==> config.mk <==
export PLATFORM = sky130hd
export DESIGN_NAME = rwc_cell
export DESIGN_NICKNAME = d
export VERILOG_FILES = /design/src/rwc_cell.sv
export SDC_FILE = /design/constraint.sdc
export NUM_CORES = 1
export LEC_CHECK = 0
export BUFFER_PORTS_ARGS = -buffer_cell sky130_fd_sc_hd__buf_2
export CAP_MARGIN = 10
export CORE_MARGIN = 2
export CORE_UTILIZATION = 35
export CTS_CLUSTER_DIAMETER = 100
export DETAILED_ROUTE_END_ITERATION = 7
export GPL_ROUTABILITY_DRIVEN = 0
export SETUP_SLACK_MARGIN = 0.15
export SYNTH_ARGS = -nofsm -noshare
export SYNTH_HDL_FRONTEND = slang
export SYNTH_SLANG_ARGS = --single-unit
==> constraint.sdc <==
create_clock -name clk -period 5.6 [get_ports clk]
set_input_delay 1.12 -clock clk [delete_from_list [all_inputs] [get_ports clk]]
set_output_delay 1.12 -clock clk [all_outputs]
set_load 0.01 [all_outputs]
==> src/rwc_cell.sv <==
// rwc_cell: one window column; shifts to its left neighbor and forms its weighted sum
// standalone; instantiated in a row by the top level
`default_nettype none

module rwc_cell #(
  parameter int unsigned MK    = 5,
  parameter int unsigned PB    = 8,
  parameter int unsigned CB    = 12,
  parameter int unsigned SUM_W = 24
) (
  input  wire logic                        clk,
  input  wire logic                        shift_en,
  input  wire logic [MK-1:0][PB-1:0]       col_in,
  input  wire logic [MK-1:0][CB-1:0]       coef,
  output logic      [MK-1:0][PB-1:0]       col,
  output logic signed [SUM_W-1:0]          col_sum
);

  localparam int unsigned PW = PB + 1 + CB;

  logic signed [PW-1:0] prod [MK];
  logic signed [SUM_W-1:0] sum_c;

  // column register, loaded from the neighbor on every item
  always_ff @(posedge clk) begin
    if (shift_en) begin
      col <= col_in;
    end
  end

  // one product per window row
  always_ff @(posedge clk) begin
    for (int k = 0; k < MK; k++) begin
      prod[k] <= PW'($signed({1'b0, col[k]}) * $signed(coef[k]));
    end
  end

  // column sum
  always_comb begin
    sum_c = '0;
    for (int k = 0; k < MK; k++) begin
      sum_c = sum_c + SUM_W'(prod[k]);
    end
  end

  always_ff @(posedge clk) begin
    col_sum <= sum_c;
  end

endmodule

`default_nettype wire

Yosys cells after proc, flatten, opt, wreduce, memory -nomap -nowiden
Memories as Yosys holds them, arrays and structs flattened. Index checks and enable logic that the tools add are counted.

Add/subtract/negate cells: 4. Multipliers: 5.

Operators with widths (count): multiplier 9 x 12 -> 21 bit (5); adder 23 x 21 -> 24 bit (1); adder 24 x 21 -> 24 bit (1); adder 22 x 21 -> 23 bit (1); adder 21 x 21 -> 22 bit (1).

Bits in writable memories: 105. Logic and storage cells: 16. Memories: 1. Flip-flop bits (word level): 64. Input bits: 102.

Memory list: prod (words 5, bits a word 21, read ports 5, clocked after Yosys merged registers in 0, write ports 5, RTL line 21) `logic signed [PW-1:0] prod [MK];`.

Longest topological paths before layout
Gate-level depths: netlist of run 1.

Depth after elaboration: 4. Depth in mapped cells: 19. Mapped depth without buffers: 18.

Worst setup path before layout of run 1
OpenSTA, ideal clock, no wires.

Path type: input to register. Start: input port coef[47] in the netlist's numbering. End: memory prod[3][20] in the netlist's numbering. Buffers on the path: 1. Slack: 0.332 ns. Stages: 16. Arrival: 5.146 ns. Required time: 5.479 ns. Setup time: 0.121 ns. Path through: clkbuf_1 nand2_1 fa_1 inv_1 fa_1 inv_1 fa_1 fa_1 inv_1 ha_1 a21o_1 a21oi_1 or3b_2 o21ai_0 a31oi_1 xnor2_1.

RTL lines: from (decl) (RTL line 14) `input wire logic [MK-1:0][CB-1:0] coef,`; to (decl) (RTL line 21).

==> results.md, run 1 <==
- Hold slack: ~0.5 ns
- Synth Flop Type: dfxtp_1
- Vias/cell: around 4.5
- Post-cts repair resize count: 0
- Clk buf depth: 2
- Initial Utilization: 0.3537
- Fmax: around 0.2 GHz
- CTS tree: yes
- Met1 usage: 0.2158
- Gr usage total: 0.1596
- Post-DRT Antenna Nets: 0
- Initial antenna violation count: 4
- Worst path required time: between 5 and 6 ns
- Initial DRC count: ~750
- Final setup fails: 0
- Port bufs: 165
- Worst EP arrival: 5.38 ns
- Via count: about 17000
- I/O pin count: about 170
- Worst Hold Class: reg2reg
- Area grow syn2layout: 10.00%
- Final period utilization: 0.8946
- HPWL Detailed: 45120 µm
- Detailed Route WL: roughly 54000 µm
- Post-synthesis mux area share: 0.0008082
- Clock Sinks: between 150 and 200
- Number of post-CTS setup repair buffers: 0
- Die width: between 200 and 300 µm
- Hold-fix buffers, CTS: 0
- Largest family of logic cells by synthesized area: adder cells
- Root Buffer: clkbuf_16
- Post-Synth XOR/XNOR Area: 0.03819
- Clk_skew: approximately 0.013 ns
- # placed instances: ~3800
- Worst Max-Slew Pin Slew: 0.7438 ns
- Remaining DRCs: 0
- Unrepaired setup endpoints after global routing: false
- Latest clock arrival within the worst-skew pair: a little under 0.5 ns
- Number of synthesized flops with an enable pin: 40
- Non-Filler Instances: 3814
- CP Class: in2reg
- Crit Path Max Fanout: 8
- Most frequent cells in the layout: inv_1, fa_1, nand2_1
- Critical path's slowest cell: fa_1
- Die height: between 200 and 300 µm
- Kind of start point of the critical path: input pin
- Share of cells above drive strength 1: 0.07658
- # rows: 97
- Avg Cell Area, Syn: slightly above 9 µm²
- Synth Instances: 2716
- H-tree Lvls: 4
- Final core utilization: 0.3891
- First-pass GRT wire length: 93080 µm
- Slew Limit Headroom: 0.5042
- Max-slew violation count: 0
- GR Util met2: 0.2680
- WL/cell: ~14 µm
- Full die area: around 0.073 mm²
- Yosys warns: 0
- Max incr delay on CP: around 0.66 ns
- GRT Residual Overflow: 0
- CP endpoint kind: register
- Largest net degree at the start of global routing: between 40 and 50
- Core Area: 0.07003 mm²
- Critical-path cell list: buf_2 -> nand2_1 -> fa_1 -> inv_1 -> fa_1 -> fa_1 -> inv_1 -> fa_1 -> inv_1 -> ha_1 -> and3_1 -> nand3_1 -> a211oi_1 -> nor2_1 -> a21oi_1 -> mux2i_1 -> o211ai_1
- Post-Synth Simple-Gate Area: 0.1259
- Async SR Flop Fraction: 0
- Vias in the first global route: 18380
- Most frequent cell on the critical path: fa_1
- GRT Max-Usage Layer: met2
- Clk slew on worst S/H paths: roughly 0.080 ns
- Post-synthesis net count: ~3500
- Adder-cell area share of the yosys netlist: 0.4860
- Final hold violations: 0
- Minimum clock period: 5.010 ns
- Global Route met3 Usage: 0.02338
- Sequential share of the synthesized area: 0.1528
- Num CTS Buffers: 17
- Synthesized flop and latch total: 169
- DR pass1 iterations: 5
- Setup TNS: 0 ns
- Status: finished, final reports clean
- Compound-gate portion of the synthesized area: 0.06360
- Commonest non-fill, non-tap cell in the layout: inv_1
- Final #Nets: 3651
- Post-synthesis cell type count: 62
- Post-Syn Area: approximately 0.025 mm²
- Max-cap viol count: 0
synthesized netlist by cell type (all sizes together), types with 2 or more instances:
library cell    n  share of area
inv           831           0.13
fa            455           0.37
nand2         293          0.044
ha            234           0.12
and2          229          0.058
dfxtp         129           0.10
a21oi          83          0.017
xnor2          77          0.027
clkbuf         45         0.0069
o21ai          43         0.0088
nor2           42         0.0064
edfxtp         40          0.048
a21o           32         0.0097
xor2           31          0.011
a211oi         14         0.0044
nand3          13         0.0026
o21bai         12         0.0038
and3           11         0.0028
nor3           10         0.0020
a31oi           9         0.0029
nor2b           9         0.0023
nand2b          8         0.0020
nand4           8         0.0020
o21a            7         0.0021
o211ai          6         0.0020
a311oi          5         0.0030
nor4            4         0.0010
o31ai           4         0.0012
o311ai          3         0.0014
or3             3        0.00076
a2111oi         2        0.00096
a21boi          2        0.00061
a221oi          2        0.00096
a311o           2        0.00081
mux2i           2        0.00081
o41ai           2        0.00071
or2             2        0.00051
cell type report:
class,count,area [µm²]
Fill cell,7169,42780
Multi-Input combinational cell,1671,17700
Sequential cell,169,3784
Inverter,831,3119
Tap cell,940,1176
Timing Repair Buffer,170,863.3
Clock buffer,17,425.4
Clock inverter,15,180.2
Antenna cell,1,2.502
worst max-delay path, delay by kind of cell:
family / cells / cell delay, ns
compound gates: 3 / 0.59
simple gates: 4 / 0.59
mux: 1 / 0.22
fa+ha+maj: 5 / 2.49
buf+inv: 4 / 0.37
sequential cells by signal (all words and copies together) (netlist names):
signal and cells:
col 40, col_sum 24, prod 105
logic make-up (layout without fill, tap and decap cells):
logic type / after synthesis / count (layout)
flip-flops: 169 / 169
AND/OR/NAND/NOR: 636 / 636
adder cells (fa/ha/maj): 689 / 689
AO/OA/AOI/OAI: 236 / 236
other: 0 / 1
XOR/XNOR: 108 / 108
multiplexers: 2 / 2
buffers and inverters: 876 / 1033
per-layer routing:
layer | vias to the layer above | wire length (µm) | part of all wire
met1 | 8499 | 25250 | 0.47
met3 | 50 | 2073 | 0.038
met2 | 328 | 25930 | 0.48
met4 | 0 | 780 | 0.014
met5 | - | 0 | 0
li1 | 8263 | - | -
per-stage QoR:
step	cell area, µm²	setup WS [ns]
after floorplan	24770	0.3324
after global placement	26640	0.1816
after detailed placement	26640	0.05042
after CTS	27240	0.5940
after global routing	27240	0.2209
final	27250	0.5904
worst paths after layout:
kind              start           to  slack (ns)  cells after the start
max            coef[23]  prod[1][18]        0.59                     17
min          prod[3][0]   col_sum[0]        0.51                      1
max reg2reg      col[8]  prod[1][18]        0.63                     16
min reg2reg  prod[3][0]   col_sum[0]        0.51                      1
Power of run 1 is left out: the tool's default activity adds up to more than one toggle a clock period on the data nets, which glitch-free logic cannot reach.
==> inputs of run 2 (changes only) <==
--- a/config.mk
+++ b/config.mk
@@ -12,6 +12,7 @@
 export CTS_CLUSTER_DIAMETER = 100
 export DETAILED_ROUTE_END_ITERATION = 7
 export GPL_ROUTABILITY_DRIVEN = 0
+export PLACE_DENSITY_LB_ADDON = 0.25
 export SETUP_SLACK_MARGIN = 0.15
 export SYNTH_ARGS = -nofsm -noshare
 export SYNTH_HDL_FRONTEND = slang
==> results.md, run 2 (synthesis gave the netlist of run 1 again) <==
- Top flop regs: prod (105), col (40), col_sum (24)
- Final core utilization: 0.3887
- DR pass1 iterations: 5
- First-pass GRT wire length: roughly 90000 µm
- Status: finished, final reports clean
- Fmax: 0.2002 GHz
- Worst path required time: roughly 6.0 ns
- Die width: roughly 270 µm
- Critical path's slowest cell: edfxtp_1
- Post-DP Area: around 0.027 mm²
- Core Area: between 0.07 and 0.08 mm²
- Crit path buffers/inverters: 3
- Critical path's top delay family: adder cells
- HPWL Detailed: 45480 µm
- GRT Residual Overflow: 0
- Clk slew on worst S/H paths: ~0.080 ns
- Post-DRT Antenna Nets: 0
- CP endpoint kind: register
- Slew Limit Headroom: 0.5022
- Area grow syn2layout: 9.891%
- Latest clock arrival within the worst-skew pair: 0.50 ns
- Max FFs per register: about 110
- CP Class: reg2reg
- WL/cell: roughly 14 µm
- Met2 wire len: 25900 µm
- Most frequent cell on the critical path: fa_1
- Final setup fails: 0
- Full die area: ~0.073 mm²
- Num CTS Buffers: 17
- Final period utilization: 0.8919
- Post-cts repair resize count: 0
- Root Buffer: clkbuf_16
- Max-cap viol count: 0
- N_diodes: 0
- Worst Hold Class: reg2reg
- Highest routing layer actually used: met4
- Gr usage total: 0.1583
- DR WL met3: 1465 µm
- Hold-fix buffers, CTS: 0
- Initial antenna violation count: 0
- Most frequent cells in the layout: inv_1, fa_1, nand2_1
- Detailed Route WL: approximately 54000 µm
- Vias/cell: around 4.4
- I/O pin count: around 170
- Clk_skew: 0.01842 ns
- # rows: 97
- Met1 wire length: 25780 µm
- Unrepaired setup endpoints after global routing: false
- Port bufs: 165
- Largest net degree at the start of global routing: between 40 and 50
- Hold slack: approximately 0.48 ns
- Minimum clock period: about 5.0 ns
- Max incr delay on CP: approximately 0.68 ns
- Total of fill cells in the finished design: ~7300
- CTS tree: yes
- Worst EP arrival: ~5.4 ns
- Vias in the first global route: between 15000 and 20000
- Kind of start point of the critical path: register
- Share of cells above drive strength 1: 0.07625
- Clock Sinks: about 170
- Initial DRC count: just over 600
- Remaining DRCs: 0
- Final cell area excluding filler cells: about 0.027 mm²
- Via count: 16880
- Setup TNS: 0 ns
- Largest Register: prod
- Die height: around 270 µm
- Crit Path Max Fanout: 13
- Critical-path cell list: nand2_1 -> fa_1 -> inv_1 -> fa_1 -> fa_1 -> inv_1 -> fa_1 -> inv_1 -> ha_1 -> and3_1 -> nand3_1 -> a211oi_1 -> nor2_1 -> a21oi_1 -> mux2i_1 -> o211ai_1
- Worst Max-Slew Pin Slew: 0.7467 ns
- Clk buf depth: 2
- Final #Nets: between 3000 and 4000
- H-tree Lvls: 4
- Number of post-CTS setup repair buffers: 0
- Max-slew violation count: 0
- Initial Utilization: 0.3537
- Final hold violations: 0
- Commonest non-fill, non-tap cell in the layout: inv_1
==> run 2: final timing paths <==
check             depth (start not counted)  slack (ns)           to       start
setup reg to reg                         16        0.61  prod[1][18]      col[8]
hold / removal                            1        0.48   col_sum[0]  prod[3][0]
setup / recovery                         16        0.61  prod[1][18]      col[8]
hold reg to reg                           1        0.48   col_sum[0]  prod[3][0]
==> run 2: worst register-to-register path: stages (launching register included) <==
cell and delay [ns]:
edfxtp_1 0.68, nand2_1 0.23, fa_1 0.68, inv_1 0.13, fa_1 0.48, fa_1 0.55, inv_1 0.05, fa_1 0.47
inv_1 0.04, ha_1 0.35, and3_1 0.26, nand3_1 0.09, a211oi_1 0.23, nor2_1 0.10, a21oi_1 0.21, mux2i_1 0.22
o211ai_1 0.11
==> run 2: per-layer routing <==
metal	track usage	vias up
li1	-	8260
met1	0.2161	8357
met2	0.2654	218
met3	0.02196	42
met4	0.03728	0
met5	0	-
==> run 2: area by class of cell <==
type	count	area, µm²	share of cell area
multi-input cells	1671	17700	0.6501
flip-flops and latches	169	3784	0.1390
inverters	831	3119	0.1146
well taps	940	1176	0.04321
repair buffers	169	855.8	0.03144
clock buffers	18	439.2	0.01613
clock inverters	14	148.9	0.005470
==> run 2: through the flow <==
stage	setup WS [ns]	cells
floorplan	0.3324	2716
global placement	0.1656	3780
detailed placement	0.08640	3780
CTS	0.5823	3812
global route	0.2830	3812
finish	0.6052	3812
Power of run 2 is left out for the same reason.
